### src/hdl/skc_pkg.sv
// shared types, constants and helpers for the sorted key set
`timescale 1ns / 1ps
`default_nettype none

package skc_pkg;

  // store geometry
  localparam int CAPACITY  = 32;
  localparam int KEY_WIDTH = 32;
  localparam int IN_KEY_W  = 32;
  localparam int CNT_W     = $clog2(CAPACITY + 1);
  localparam int OUT_W     = 6;

  typedef logic [KEY_WIDTH-1:0] key_t;
  typedef logic [CNT_W-1:0]     cnt_t;

  // operation codes
  typedef enum logic [1:0] {
    MODE_INSERT = 2'd0,
    MODE_DELETE = 2'd1,
    MODE_LOOKUP = 2'd2,
    MODE_CLEAR  = 2'd3
  } mode_t;

  // result status codes
  typedef enum logic [1:0] {
    ST_OK   = 2'd0,
    ST_MISS = 2'd1,
    ST_FULL = 2'd2
  } status_t;

  // command broadcast to every cell
  typedef struct packed {
    logic ins_en;
    logic del_en;
    key_t key;
  } cell_cmd_t;

  // compare flags reported by a cell
  typedef struct packed {
    logic lt;
    logic eq;
  } cell_st_t;

  // sign-extend or wrap to the store width, then flip the sign bit so
  // unsigned order matches signed order
  function automatic key_t bias_key(input logic signed [IN_KEY_W-1:0] raw);
    logic signed [KEY_WIDTH-1:0] ext;
    ext = KEY_WIDTH'(raw);
    return key_t'(ext) ^ {1'b1, {(KEY_WIDTH-1){1'b0}}};
  endfunction

endpackage

`default_nettype wire

### src/hdl/skc_if.sv
// handshake channels for operation and result words
`timescale 1ns / 1ps
`default_nettype none

interface skc_in_if;
  logic              valid;
  logic              ready;
  logic [1:0]        mode;
  logic signed [31:0] key;

  modport source (output valid, output mode, output key, input ready);
  modport sink   (input valid, input mode, input key, output ready);
endinterface

interface skc_out_if;
  logic       valid;
  logic       ready;
  logic [1:0] status;
  logic [5:0] position;
  logic [5:0] count;

  modport source (output valid, output status, output position, output count,
                  input ready);
  modport sink   (input valid, input status, input position, input count,
                  output ready);
endinterface

`default_nettype wire

### src/hdl/skc_cell.sv
// one key cell: holds a key, compares it and shifts with its neighbors
`timescale 1ns / 1ps
`default_nettype none

module skc_cell
  import skc_pkg::*;
(
  input  wire logic      clk,
  input  wire cell_cmd_t cmd_i,
  input  wire logic      valid_i,
  input  wire logic      left_lt_i,
  input  wire key_t      left_key_i,
  input  wire key_t      right_key_i,
  output key_t           key_o,
  output cell_st_t       st_o
);

  key_t key_r;
  key_t key_nxt;
  logic lt;

  // compare against the broadcast key
  assign lt        = valid_i && (key_r < cmd_i.key);
  assign st_o.lt   = lt;
  assign st_o.eq   = valid_i && (key_r == cmd_i.key);
  assign key_o     = key_r;

  // insert opens a hole at the boundary, delete closes it
  always_comb begin
    key_nxt = key_r;
    if (cmd_i.ins_en) begin
      if (!left_lt_i) begin
        key_nxt = left_key_i;
      end else if (!lt) begin
        key_nxt = cmd_i.key;
      end
    end else if (cmd_i.del_en) begin
      if (!lt) begin
        key_nxt = right_key_i;
      end
    end
  end

  always_ff @(posedge clk) begin
    key_r <= key_nxt;
  end

endmodule

`default_nettype wire

### src/hdl/sorted_key_set_core.sv
// Sorted key set: up to CAPACITY distinct signed keys kept in ascending order in a
// row of key cells. Each operation word (insert, delete, lookup, clear) gives one
// result word with status, rank and count. Each word is first registered in the
// operation stage; when it fires, every cell compares against the key at once and
// the row shifts by one place for insert or delete. A new word is accepted once the
// previous operation has moved to the output register; a result left waiting in
// the output register holds the operation stage until it is taken. No clearing
// pass follows reset.
`timescale 1ns / 1ps
`default_nettype none

module sorted_key_set_core
  import skc_pkg::*;
(
  input  wire logic   clk,
  input  wire logic   rst_n,
  skc_in_if.sink      in_ch,
  skc_out_if.source   out_ch
);

  // operation stage
  logic    op_valid_r;
  mode_t   op_mode_r;
  key_t    op_key_r;
  logic    fire;

  // store state
  cnt_t    count_r;
  cnt_t    count_nxt;

  // output register
  logic    out_valid_r;
  status_t out_status_r;
  cnt_t    out_pos_r;
  cnt_t    out_count_r;
  status_t status_nxt;
  cnt_t    pos_nxt;

  // cell row
  cell_cmd_t            cmd;
  cell_st_t             st    [CAPACITY];
  key_t                 keys  [CAPACITY];
  logic [CAPACITY-1:0]  lt_vec;
  logic [CAPACITY-1:0]  eq_vec;
  logic [CAPACITY:0]    bnd;
  cnt_t                 rank;
  logic                 present;
  logic                 full;

  // accept a word while no operation is pending
  assign in_ch.ready = !op_valid_r;
  assign fire        = op_valid_r && (!out_valid_r || out_ch.ready);

  always_ff @(posedge clk) begin
    if (!rst_n) begin
      op_valid_r <= 1'b0;
    end else if (in_ch.valid && in_ch.ready) begin
      op_valid_r <= 1'b1;
    end else if (fire) begin
      op_valid_r <= 1'b0;
    end
  end

  always_ff @(posedge clk) begin
    if (in_ch.valid && in_ch.ready) begin
      op_mode_r <= mode_t'(in_ch.mode);
      op_key_r  <= bias_key(in_ch.key);
    end
  end

  // the cell row
  for (genvar i = 0; i < CAPACITY; i++) begin : g_cell
    logic vld;
    logic left_lt;
    key_t left_key;
    key_t right_key;

    assign vld       = cnt_t'(i) < count_r;
    assign left_lt   = (i == 0) ? 1'b1 : st[(i == 0) ? 0 : i-1].lt;
    assign left_key  = (i == 0) ? op_key_r : keys[(i == 0) ? 0 : i-1];
    assign right_key = (i == CAPACITY-1) ? keys[i] : keys[(i == CAPACITY-1) ? i : i+1];
    assign lt_vec[i] = st[i].lt;
    assign eq_vec[i] = st[i].eq;

    skc_cell u_cell (
      .clk         (clk),
      .cmd_i       (cmd),
      .valid_i     (vld),
      .left_lt_i   (left_lt),
      .left_key_i  (left_key),
      .right_key_i (right_key),
      .key_o       (keys[i]),
      .st_o        (st[i])
    );
  end

  // rank from the boundary of the less-than thermometer
  always_comb begin
    bnd[0]        = !lt_vec[0];
    bnd[CAPACITY] = lt_vec[CAPACITY-1];
    for (int i = 1; i < CAPACITY; i++) begin
      bnd[i] = lt_vec[i-1] && !lt_vec[i];
    end
    rank = '0;
    for (int i = 0; i <= CAPACITY; i++) begin
      if (bnd[i]) begin
        rank = rank | cnt_t'(i);
      end
    end
  end

  assign present = |eq_vec;
  assign full    = (count_r == cnt_t'(CAPACITY));

  // decide the operation and drive the cells
  always_comb begin
    cmd.ins_en = 1'b0;
    cmd.del_en = 1'b0;
    cmd.key    = op_key_r;
    status_nxt = ST_OK;
    pos_nxt    = rank;
    count_nxt  = count_r;
    case (op_mode_r)
      MODE_INSERT: begin
        if (present) begin
          status_nxt = ST_MISS;
        end else if (full) begin
          status_nxt = ST_FULL;
        end else begin
          cmd.ins_en = fire;
          count_nxt  = count_r + cnt_t'(1);
        end
      end
      MODE_DELETE: begin
        if (!present) begin
          status_nxt = ST_MISS;
        end else begin
          cmd.del_en = fire;
          count_nxt  = count_r - cnt_t'(1);
        end
      end
      MODE_LOOKUP: begin
        status_nxt = present ? ST_OK : ST_MISS;
      end
      MODE_CLEAR: begin
        pos_nxt    = '0;
        count_nxt  = '0;
      end
      default: begin
        status_nxt = ST_OK;
      end
    endcase
  end

  // key count
  always_ff @(posedge clk) begin
    if (!rst_n) begin
      count_r <= '0;
    end else if (fire) begin
      count_r <= count_nxt;
    end
  end

  // output register
  always_ff @(posedge clk) begin
    if (!rst_n) begin
      out_valid_r <= 1'b0;
    end else if (fire) begin
      out_valid_r <= 1'b1;
    end else if (out_ch.ready) begin
      out_valid_r <= 1'b0;
    end
  end

  always_ff @(posedge clk) begin
    if (fire) begin
      out_status_r <= status_nxt;
      out_pos_r    <= pos_nxt;
      out_count_r  <= count_nxt;
    end
  end

  assign out_ch.valid    = out_valid_r;
  assign out_ch.status   = out_status_r;
  assign out_ch.position = OUT_W'(out_pos_r);
  assign out_ch.count    = OUT_W'(out_count_r);

endmodule

`default_nettype wire

### src/flat_wrapper.sv
// flat-port wrapper written by rule: the top's interface ports become plain ports
module sorted_key_set_core_flat import skc_pkg::*;
  (clk, rst_n, in_ch_valid, in_ch_mode, in_ch_key, in_ch_ready, out_ch_valid, out_ch_status, out_ch_position, out_ch_count, out_ch_ready);
  skc_in_if in_ch_i ();
  skc_out_if out_ch_i ();
  input  wire logic clk;
  input  wire logic rst_n;
  input wire logic [$bits(in_ch_i.valid)-1:0] in_ch_valid;
  input wire logic [$bits(in_ch_i.mode)-1:0] in_ch_mode;
  input wire logic [$bits(in_ch_i.key)-1:0] in_ch_key;
  output wire logic [$bits(in_ch_i.ready)-1:0] in_ch_ready;
  output wire logic [$bits(out_ch_i.valid)-1:0] out_ch_valid;
  output wire logic [$bits(out_ch_i.status)-1:0] out_ch_status;
  output wire logic [$bits(out_ch_i.position)-1:0] out_ch_position;
  output wire logic [$bits(out_ch_i.count)-1:0] out_ch_count;
  input wire logic [$bits(out_ch_i.ready)-1:0] out_ch_ready;
  assign in_ch_i.valid = in_ch_valid;
  assign in_ch_i.mode = in_ch_mode;
  assign in_ch_i.key = in_ch_key;
  assign in_ch_ready = in_ch_i.ready;
  assign out_ch_valid = out_ch_i.valid;
  assign out_ch_status = out_ch_i.status;
  assign out_ch_position = out_ch_i.position;
  assign out_ch_count = out_ch_i.count;
  assign out_ch_i.ready = out_ch_ready;
  sorted_key_set_core u_core (.clk(clk), .rst_n(rst_n), .in_ch(in_ch_i), .out_ch(out_ch_i));
endmodule
### config.mk
export PLATFORM = sky130hd
export DESIGN_NAME = sorted_key_set_core_flat
export DESIGN_NICKNAME = d
export VERILOG_FILES = /design/src/hdl/skc_pkg.sv /design/src/hdl/skc_if.sv /design/src/hdl/skc_cell.sv /design/src/hdl/sorted_key_set_core.sv /design/src/flat_wrapper.sv
export SDC_FILE = /design/constraint.sdc
export NUM_CORES = 2
export LEC_CHECK = 0
export BUFFER_PORTS_ARGS = -buffer_cell sky130_fd_sc_hd__buf_4
export CORE_MARGIN = 5
export CORE_UTILIZATION = 50
export DETAILED_ROUTE_END_ITERATION = 7
export PLACE_DENSITY = 0.74
export SYNTH_ARGS = -nofsm -noshare
export SYNTH_HDL_FRONTEND = slang
export SYNTH_SLANG_ARGS = --single-unit
### constraint.sdc
create_clock -name clk -period 8.05 [get_ports clk]
set_input_delay 1.61 -clock clk [delete_from_list [all_inputs] [get_ports clk]]
set_output_delay 1.61 -clock clk [all_outputs]
set_load 0.02 [all_outputs]
* Word level (Yosys, flattened, before mapping)
Cells that the tools add are included. Widths: inputs -> output; s select.
Word-level totals: logic and storage cells 789, bits of input ports 38, register bits 1080, output and inout port bits 16
Cells by class: $lt $le $gt $ge 64, bitwise operators 1, equality and inequality tests 102, $add $sub $neg 2, reductions and logical operators 166, multiplexer cells 414
Operators with widths (count):
- $mux 32 | 345
- $eq 32x32->1 | 32
- $lt 32x32->1 | 32
- $logic_and 1x1->1 | 97
- $lt 5x6->1 const A | 16
- $reduce_and 3->1 | 31
- $mux 5 | 16
- $ne 2x2->1 const B | 33
- $ne 2x1->1 const B | 31
- $mux 6 | 10
- $lt 4x6->1 const A | 8
- $logic_not 1->1 | 33
- $mux 4 | 8
- $reduce_or 32->1 | 1
- $lt 3x6->1 const A | 4
- $mux 1 | 21
- $pmux 6 s3 | 1
- $mux 2 | 8
- $lt 1x6->1 const A | 2
- $lt 2x6->1 const A | 2
- $mux 3 | 4
- $add 6x1->6 const B | 1
- $eq 6x6->1 const B | 1
- $ne 3x1->1 const B | 2
- other kinds (9) | 10

* Depth between registers and ports, before layout
depth in word-level cells 36, mapped depth 16, mapped depth without buffers 12

* By module
From an unflattened synthesis, not the netlist that was laid out.
Second synthesis, totals: cells, all modules 8695, area total of the unflattened synthesis 82215.1 µm²
By module, submodules not included:
- skc_cell | area an instance 2472.4 µm², seq. area each 960.9 µm², cells each 262, times used 32
- sorted_key_set_core | area an instance 3099.2 µm², seq. area each 1601.5 µm², cells each 311, times used 1

* Worst setup path before layout
OpenSTA, ideal clock, no wires.
path kind reg2reg, start point register u_core.op_key_r[10] (netlist: u_core.g_cell[0].left_key[10]), end point register u_core.g_cell[1].u_cell.key_r[0], enable pin, buffers on the path 3, library setup time 0.466 ns, stages on the path, launching flop included 14, data required time 7.584 ns, arrival 5.832 ns, setup slack 1.752 ns, clock period less this slack 6.298 ns, cell sequence edfxtp_1 > clkbuf_1 > clkinv_1 > ha_1 > and4_1 > and3_1 > nand3_1 > o31ai_1 > nor4_1 > nand4_4 > or2_1 > buf_2 > buf_2 > o21ai_0
Between the ends: cells in the longest elaborated chain, start to end 8, elaborated cells between the ends (all ways) 79, those cells by class 2 x order compare; 34 x eq/ne; 6 x mux; 37 x reduce/logical
RTL lines:
- from (decl) | line sorted_key_set_core.sv:24 | key_t op_key_r;
- from (signal assigned) | line sorted_key_set_core.sv:67 | op_key_r <= bias_key(in_ch.key);
- $eq 32x32->1 | line skc_cell.sv:25 | assign st_o.eq = valid_i && (key_r == cmd_i.key);
- $logic_and 1x1->1 | line skc_cell.sv:25
- $reduce_or 32->1 | line sorted_key_set_core.sv:112 | assign present = |eq_vec;
- $mux 1 (on tied branches) | line sorted_key_set_core.sv:125, sorted_key_set_core.sv:135
- $mux 1 (2 in series) | line sorted_key_set_core.sv:123 | case (op_mode_r)
- $ne 2x1->1 (no source line) / $reduce_bool 2->1 (equally long branches)
- $reduce_and 3->1 (no source line) *
- to (signal assigned) | line skc_cell.sv:45 | key_r <= key_nxt;
- to (decl) | line skc_cell.sv:18 | key_t key_r;
Mark *: on every way between the ends. The rest lies on a longest branch, timed or not. The select of a mux whose other input is x is not followed. A chain may end at the register's enable or synchronous reset.

* Final worst setup path
start point register u_core.op_key_r[24] (netlist: u_core.g_cell[0].left_key[24]), end point register u_core.g_cell[12].u_cell.key_r[13], enable pin
Between the ends: cells in the longest elaborated chain, start to end 8, elaborated cells between the ends (all ways) 79, those cells by class 2 x order compare; 34 x eq/ne; 6 x mux; 37 x reduce/logical
RTL lines (line):
- $eq 32x32->1 | skc_cell.sv:25
- $logic_and 1x1->1 | skc_cell.sv:25
- $reduce_or 32->1 | sorted_key_set_core.sv:112
- $mux 1 (on tied branches) | sorted_key_set_core.sv:125, sorted_key_set_core.sv:135
- $mux 1 (2 in series) | sorted_key_set_core.sv:123
- $ne 2x1->1 (no source line) / $reduce_bool 2->1 (equally long branches)
- $reduce_and 3->1 (no source line) *
- to (signal assigned) | skc_cell.sv:45
- to (decl) | skc_cell.sv:18
Marks and branches as above.

==> results.yml <==
cells_and_area:
  fin_nets: 8846
  design_area_mm2: 0.0843
  n_fill_cell: 13200
  seqCellArea_mm2: 0.0324
  multi_input_area_mm2: 0.0426
  layout_common_cells: "a21oi_1, nor2_1, edfxtp_1"
  syn2layout_area_growth_pct: 9.25
  drive_above_1_share: 0.0749
  layout_commonest_cell: "a21oi_1"
yosys:
  yosysWarningCount: 0
  ys_ff_latch: 1080
  synth_fp_nets: 8931
  syn_area_mm2: 0.0771
  avgSynthCellArea_um2: 9.81
  synth_cell_types: 76
  synthFlopType: "edfxtp_1"
  syn_inst: 7862
  synthArstFlopShare: 0
  yosysSeqAreaShare: 0.419
  synth_edf_count: 1072
placement:
  place_area_mm2: 0.0801
  port_buffers: 53
  gp_congestion: 1.03
  dpl.hpwl_um: 205000
worst_setup_path:
  end_kind: "register"
  crit_path_start_kind: "register"
  cpMostUsedCell: "or4_1"
  path_cells: "buf_4 > inv_2 > buf_12 > ha_1 > nand4_1 > or4_1 > or4_1 > o31ai_1 > nor4_1 > nand4_4 > mux2_4 > nand2_2 > a21oi_4"
  crit_type: "register to register"
  cp.arrival_ps: 7170
  required_ps: 8420
  worst_path_largest_cell_delay_ps: 1130
  path_max_fanout: 32
  cpLargestDelayFamily: "simple AND/OR/NAND/NOR gates"
  crit_buf_inv: 3
  reg2reg_slack_ps: 1260
  slowest_stage: "a21oi_4"
hold_path:
  min_path_type: "register to register"
timing:
  slew_headroom: -0.0258
  fin_crit_sh: 0.844
  fmax_mhz: 147
  setup_viol: 0
  final.setup.tns_ps: 0
  period_minus_slack_ps: 6790
  rsz0062_at_grt: "false"
  final_max_slew_viol_count: 3
  worst_pin_slew_ps: 1540
  hold_violations: 0
  skew_ps: 42.9
clocking:
  root_buffer: "clkbuf_16"
  hold_buffers: 0
  cts_sinks: 1080
  clock_latency_ps: 790
  cts_setup_buffers: 0
  htree_levels: 4
  clk_pin_slew_ps: 60
  cts_max_path_buffers: 3
  cts_buffers: 131
  cts_resized: 0
  cts_tree: "done"
routing:
  viasPerCell: 6.78
  drc: 9
  drtAntennaViolNets: 0
  drt_first_pass_iters: 8
  num_vias: 67300
  drt_wl_total_um: 284000
  routedWlPerCell_um: 28.6
  drt-initial-drc-count: 10800
outcome:
  violations: "DRC, capacitance limit, slew limit"
  outcome: "complete, but fails checks"
floorplan:
  die_y_um: 403
  die_w_um: 403
  rows: 144
  initial_utilization: 0.502
  core_mm2: 0.154
  die-area_mm2: 0.162
  num_io_pins: 54
power:
  p_per_area_mw_per_mm2: 169
  p_sw_mw: 3.90
  comb_power_share: 0.135
  p_sw_frac: 0.274
  p_int_mw: 10.3
  p_leak_nw: 28.7
  ir_worst_vdd_v: 0.000150
  clkPwrFrac: 0.417
  power_frac_seq: 0.447
global_route:
  grt_max_degree: 182
  grt_pass1_vias: 63600
  grt_pass1_wl_um: 412000
  antenna_found_initial: 13
  grt_util_all_layers: 0.336
  grt-ovfl-total: 0
run:
  drv_cap: 1
registers in the layout, summed over array words and instances, names as in the netlist:
| signal | cells |
|---|---|
| u_core.g_cell.u_cell.key_o | 1024 |
| u_core.count_r | 6 |
| u_core.out_ch.status | 2 |
| u_core.out_ch.position | 6 |
| u_core.g_cell.left_key | 32 |
| u_core.op_valid_r | 1 |
| u_core.op_mode_r | 2 |
| u_core.out_ch.count | 6 |
| u_core.out_ch.valid | 1 |
power groups by stage:
| stage | combinational (mW) | sequential, mW | clock [mW] |
|---|---|---|---|
| floorplan | 1.16 | 6.44 | 0 |
| global placement | 1.76 | 6.47 | 0 |
| detailed placement | 1.84 | 6.47 | 0 |
| CTS | 1.85 | 6.36 | 5.94 |
| global route | 2.07 | 6.36 | 6.18 |
| finish | 1.93 | 6.36 | 5.93 |
worst reg2reg max path: cells and delay by family (launching register included):
| kind | cells | cell delay, ps |
|---|---|---|
| adder cells (fa/ha/maj) | 1 | 310 |
| AND/OR/NAND/NOR | 6 | 2240 |
| AO/OA/AOI/OAI | 2 | 1840 |
| buffers and inverters | 3 | 1340 |
| flip-flops | 1 | 320 |
| multiplexers | 1 | 290 |
final timing paths:
check	cells past startpoint	endpoint	startpoint
setup reg to reg	13	u_core.g_cell[12].u_cell.key_o[13]	u_core.g_cell[0].left_key[24]
hold / removal	2	u_core.out_ch.valid	u_core.out_ch.valid
hold reg to reg	2	u_core.out_ch.valid	u_core.out_ch.valid
setup / recovery	13	u_core.g_cell[12].u_cell.key_o[13]	u_core.g_cell[0].left_key[24]
layout make-up:
type | count | area share
clock buffers | 172 | 0.0430
inverters | 113 | 0.00503
flip-flops and latches | 1080 | 0.384
clock inverters | 60 | 0.00618
multi-input cells | 6184 | 0.505
well taps | 2044 | 0.0303
diodes | 9 | 0.000267
repair buffers | 267 | 0.0263
logic make-up (layout without fill, tap and decap cells):
group | count (synthesis) | count (layout) | synth area share
AOI/OAI and AO/OA | 2121 | 2121 | 0.153
other | 0 | 9 | 0
adders and majority gates | 1031 | 1031 | 0.167
DFF | 1080 | 1080 | 0.419
and+or+nand+nor | 2290 | 2290 | 0.130
xor gates and xnor gates | 1 | 1 | 0.000114
buffers and inverters | 598 | 612 | 0.0336
muxes | 741 | 741 | 0.0967
through the flow:
step | total power, mW | cells | hold WS [ps] | utilization | setup WS, ps
floorplan | 7.60 | 7862 | 518 | - | 1750
global placement | 8.24 | 9688 | 494 | 0.521 | 1670
detailed placement | 8.32 | 9688 | 508 | 0.521 | 1580
CTS | 14.1 | 9920 | 518 | 0.548 | 1540
global route | 14.6 | 9920 | 552 | 0.548 | 1230
finish | 14.2 | 9929 | 513 | 0.548 | 1260
Yosys cell counts (all sizes together), types with 15 or more instances:
| cell | number | area (um2) |
|---|---|---|
| a2111oi | 21 | 190 |
| o211ai | 38 | 285 |
| a31oi | 50 | 313 |
| a211oi | 79 | 593 |
| nand2 | 297 | 1110 |
| nand4 | 241 | 1520 |
| nor3 | 85 | 430 |
| nor2b | 44 | 275 |
| buf | 207 | 1130 |
| mux2i | 707 | 7080 |
| inv | 80 | 300 |
| clkinv | 33 | 124 |
| nor4 | 40 | 263 |
| clkbuf | 278 | 1040 |
| a21oi | 1482 | 7420 |
| ha | 1031 | 12900 |
| nor2 | 1388 | 5220 |
| nand3 | 106 | 531 |
| a21o | 79 | 593 |
| mux2 | 34 | 387 |
| a211o | 15 | 131 |
| o21ai | 206 | 1030 |
| edfxtp | 1072 | 32200 |
| o21a | 28 | 210 |
| o311ai | 15 | 131 |
layer usage:
layer / vias up / wire length (um) / GRT usage
met5: - / 99 / 0
met3: 981 / 38800 / 0.0938
met2: 4916 / 116000 / 0.478
met4: 14 / 20700 / 0.205
met1: 31900 / 109000 / 0.453
li1: 29500 / - / -
(Power assumes the default switching activity.)
